### src/rtl/qvc_pkg.sv
// shared types and constants of the quadrilateral validity check
package qvc_pkg;

  // width of one coordinate field on the request channel
  localparam int unsigned FIELD_W = 16;

  // configuration register width and bus geometry
  localparam int unsigned REG_W      = 31;
  localparam int unsigned APB_DATA_W = 32;
  localparam int unsigned APB_ADDR_W = 3;

  // reset values of the configuration registers
  localparam logic [REG_W-1:0] MIN_AREA_RST  = REG_W'(100);
  localparam logic [REG_W-1:0] SYM_LIMIT_RST = REG_W'(384);

  // register index, taken from the word address bit
  typedef enum logic {
    REG_MIN_AREA  = 1'b0,
    REG_SYM_LIMIT = 1'b1
  } qvc_reg_e;

  // configuration handed from the register block to the pipeline
  typedef struct packed {
    logic [REG_W-1:0] min_area;
    logic [REG_W-1:0] symmetry_limit;
  } qvc_cfg_t;

endpackage

### src/rtl/qvc_apb_regs.sv
// apb configuration registers: minimum area and symmetry limit
module qvc_apb_regs (
  input  logic                                clk_i,
  input  logic                                rst_ni,
  input  logic                                psel,
  input  logic                                penable,
  input  logic                                pwrite,
  input  logic [qvc_pkg::APB_ADDR_W-1:0]      paddr,
  input  logic [qvc_pkg::APB_DATA_W-1:0]      pwdata,
  output logic [qvc_pkg::APB_DATA_W-1:0]      prdata,
  output logic                                pready,
  output qvc_pkg::qvc_cfg_t                   cfg_o
);

  qvc_pkg::qvc_cfg_t cfg_q, cfg_d;
  qvc_pkg::qvc_reg_e reg_sel;
  logic              wr_en;

  // register select from the word address
  assign reg_sel = qvc_pkg::qvc_reg_e'(paddr[qvc_pkg::APB_ADDR_W-1]);
  assign wr_en   = psel && penable && pwrite;
  assign pready  = 1'b1;

  // write decode, low 31 data bits kept
  always_comb begin
    cfg_d = cfg_q;
    if (wr_en) begin
      case (reg_sel)
        qvc_pkg::REG_MIN_AREA:  cfg_d.min_area       = pwdata[qvc_pkg::REG_W-1:0];
        qvc_pkg::REG_SYM_LIMIT: cfg_d.symmetry_limit = pwdata[qvc_pkg::REG_W-1:0];
        default:                cfg_d                = cfg_q;
      endcase
    end
  end

  // register storage
  always_ff @(posedge clk_i or negedge rst_ni) begin
    if (!rst_ni) begin
      cfg_q.min_area       <= qvc_pkg::MIN_AREA_RST;
      cfg_q.symmetry_limit <= qvc_pkg::SYM_LIMIT_RST;
    end else begin
      cfg_q <= cfg_d;
    end
  end

  // read mux
  always_comb begin
    case (reg_sel)
      qvc_pkg::REG_MIN_AREA:  prdata = qvc_pkg::APB_DATA_W'(cfg_q.min_area);
      qvc_pkg::REG_SYM_LIMIT: prdata = qvc_pkg::APB_DATA_W'(cfg_q.symmetry_limit);
      default:                prdata = '0;
    endcase
  end

  assign cfg_o = cfg_q;

endmodule

### config.mk
export PLATFORM = sky130hd
export DESIGN_NAME = qvc_apb_regs
export DESIGN_NICKNAME = d
export VERILOG_FILES = /design/src/rtl/qvc_pkg.sv /design/src/rtl/qvc_apb_regs.sv
export SDC_FILE = /design/constraint.sdc
export NUM_CORES = 1
export LEC_CHECK = 0
export ABC_CLOCK_PERIOD_IN_PS = 900
export BUFFER_PORTS_ARGS = -buffer_cell sky130_fd_sc_hd__buf_2
export CAP_MARGIN = 0
export CORE_MARGIN = 4
export CORE_UTILIZATION = 46
export CTS_CLUSTER_SIZE = 10
export DETAILED_ROUTE_END_ITERATION = 10
export PLACE_DENSITY = 0.77
export SYNTH_ARGS = -nofsm -noshare
export SYNTH_HDL_FRONTEND = slang
export SYNTH_SLANG_ARGS = --single-unit
### constraint.sdc
create_clock -name clk_i -period 0.9 [get_ports clk_i]
set_clock_uncertainty 0.05 [all_clocks]
set_input_delay 0 -clock clk_i [delete_from_list [all_inputs] [get_ports clk_i]]
set_output_delay 0 -clock clk_i [all_outputs]
set_load 0.02 [all_outputs]
==> impl_metrics.env <==
export IMPL_wire_per_inst_um=23.6
export IMPL_clockBufferDepth=2
export IMPL_rsz0062_at_grt="yes"
export IMPL_grt_usage_pct=26.8
export IMPL_ioPinCount=135
export IMPL_grt_max_degree=63
export IMPL_total_power_uw=13600
export IMPL_syn_area_per_cell_sq_um=16.8
export IMPL_cts_tree="done"
export IMPL_critPathRequiredTime_ps=850
export IMPL_critPathMaxFanout=2
export IMPL_drv_cap=0
export IMPL_die_height_um=87.0
export IMPL_globalRouteOverflowTotal=0
export IMPL_dr_pass1_iters=4
export IMPL_nNetsFinal=434
export IMPL_dp_cells=373
export IMPL_antenna_found_initial=0
export IMPL_holdWs_ps=159
export IMPL_status="finished, violations left"
export IMPL_path_clk_slew_ps=80
export IMPL_drtIter0Drc=153
export IMPL_synth_top_area_cell="dfrtp_1"
export IMPL_ant_nets=0
export IMPL_seq_area_frac_synth_pct=54.3
export IMPL_grt_pass1_vias=2668
export IMPL_power_frac_comb_pct=49.7
export IMPL_fillCellCount=202
export IMPL_drt_total_wl_um=11200
export IMPL_p_clk_share_pct=20.5
export IMPL_internal_power_uw=9050
export IMPL_powerDensity_nw_per_um2=2500
export IMPL_initial_utilization_pct=47.9
export IMPL_syn_to_final_growth_pct=90.2
export IMPL_layout_min_cycle_time_ps=1260
export IMPL_largest_reg_flops=62
export IMPL_clock_latency_ps=340
export IMPL_drc=0
export IMPL_period_share_pct=140
export IMPL_syn_instance_count=171
export IMPL_syn_nets=211
export IMPL_die_area_sq_um=7570
export IMPL_max_freq_ghz=0.794
export IMPL_place_congestion=0.718
export IMPL_cp_arrival_ps=1210
export IMPL_maxSlewViolCount=0
export IMPL_port_buffers=129
export IMPL_drive_gt1_share_pct=77.7
export IMPL_netlist_area_leader_share_pct=49.7
export IMPL_fp_row_count=28
export IMPL_post_dp_hpwl_um=4660
export IMPL_p_seq_share_pct=29.7
export IMPL_cts_max_level=3
export IMPL_p_leak_uw=0.00282
export IMPL_via_per_inst=5.23
export IMPL_die_w_um=87.0
export IMPL_violations="setup timing"
export IMPL_vdd_drop_max_v=0.00180
export IMPL_swShare_pct=33.7
export IMPL_ys_warn_count=0
export IMPL_p_switching_uw=4600
export IMPL_num_antenna_cells=0
export IMPL_path_class="reg -> out"
export IMPL_cts_sinks=62
export IMPL_grt_pass1_wl_um=15100
export IMPL_fin_ws_ps=-359
export IMPL_place_ws_ps=-148
export IMPL_multi_input_area_sq_um=1360
export IMPL_yosysUniqueCellTypes=11
export IMPL_cts_buffers=9
export IMPL_synth_area_top_cells="dfrtp_1, mux2_2, mux2_4, dfstp_2, buf_6"
export IMPL_vias=2477
export IMPL_finalSetupViolCount=139
export IMPL_register_area_sq_um=1560
export IMPL_setup_tns_ps=-20640
export IMPL_root_buffer="clkbuf_8"
export IMPL_worst_setup_path_end_kind="primary output"
export IMPL_synth_seq_cells=62
export IMPL_cp_start_kind="flip-flop"
export IMPL_instances_no_fill=474
export IMPL_core_area_sq_um=5990
export IMPL_worst_hold_path_type="in -> async"
export IMPL_hold_viol_final=0
export IMPL_netlist_area_sq_um=2870
==> cell usage in the layout, fill, tap and decap left out, drive strengths merged <==
cell type | synthesis | routed
dlygate4sd3 | 0 | 32
dfstp | 5 | 5
nand4 | 1 | 1
dfrtp | 57 | 57
clkinv | 0 | 2
clkinvlp | 0 | 2
conb | 2 | 2
buf | 12 | 192
clkbuf | 0 | 10
mux2 | 93 | 93
nand4b | 1 | 1
bufinv | 0 | 2
==> logic make-up after synthesis <==
logic type             after synthesis  synth area share, %
other                                2                0.262
buffers and inverters               12                 3.79
and+or+nand+nor                      2                 1.26
muxes                               93                 40.4
DFF                                 62                 54.3
==> final timing paths <==
check,startpoint,to,slack [ps],depth (start not counted)
worst max-delay path,cfg_o[47],prdata[16],-360,2
worst min-delay path,rst_ni,cfg_o[2],160,3
worst max register to register,cfg_o[47],cfg_o[47],-190,3
worst min register to register,cfg_o[26],cfg_o[26],510,1
max in group asynchronous,rst_ni,cfg_o[36],340,3
min in group clk_i,pwrite,cfg_o[31],220,4
==> stage by stage <==
step	area (sq um)	utilization, %
CTS	5180	86.5
global placement	3640	60.7
floorplan	2880	-
global route	5460	91.1
finish	5460	91.1
detailed placement	3640	60.7
==> cells in the mapped netlist <==
library cell	number
nand4b_4	1
dfrtp_1	57
buf_6	7
conb_1	2
buf_2	3
mux2_2	61
mux2_4	30
dfstp_2	5
buf_4	2
nand4_2	1
mux2_1	2
==> final cells by class <==
cell class / count / area share [%]
Clock buffer: 10 / 2.52
Timing Repair Buffer: 224 / 40.8
Sequential cell: 62 / 28.6
Tap cell: 75 / 1.72
Clock inverter: 6 / 1.56
Multi-Input combinational cell: 97 / 24.9
==> layer usage <==
layer	global-route usage (%)	share of wire (%)
met1	30.5	36
met2	47.3	55
met3	6.15	5.9
met4	12.5	3.3
met5	0	0
==> worst max-delay path, stage by stage (launching register included) <==
cell and delay, ps:
dfrtp_1 430, mux2_4 310, buf_6 140
==> power groups by stage <==
stage,registers [uW],logic [uW],clock network [uW]
detailed placement,3960,3670,0
floorplan,4660,1640,0
finish,4060,6790,2800
global route,4100,7050,2990
global placement,3930,3620,0
CTS,3920,5970,2760
==> what timing repair did <==
| item | 4_1_cts | 5_1_grt |
|---|---|---|
| setup endpoints to repair | 93 | 134 |
| hold buffers | 32 | 0 |
| setup buffers | 41 | 42 |
| hold endpoints to repair | 124 | 0 |
| resized for setup | 210 | 81 |
Power figures use the tool's default switching activity.
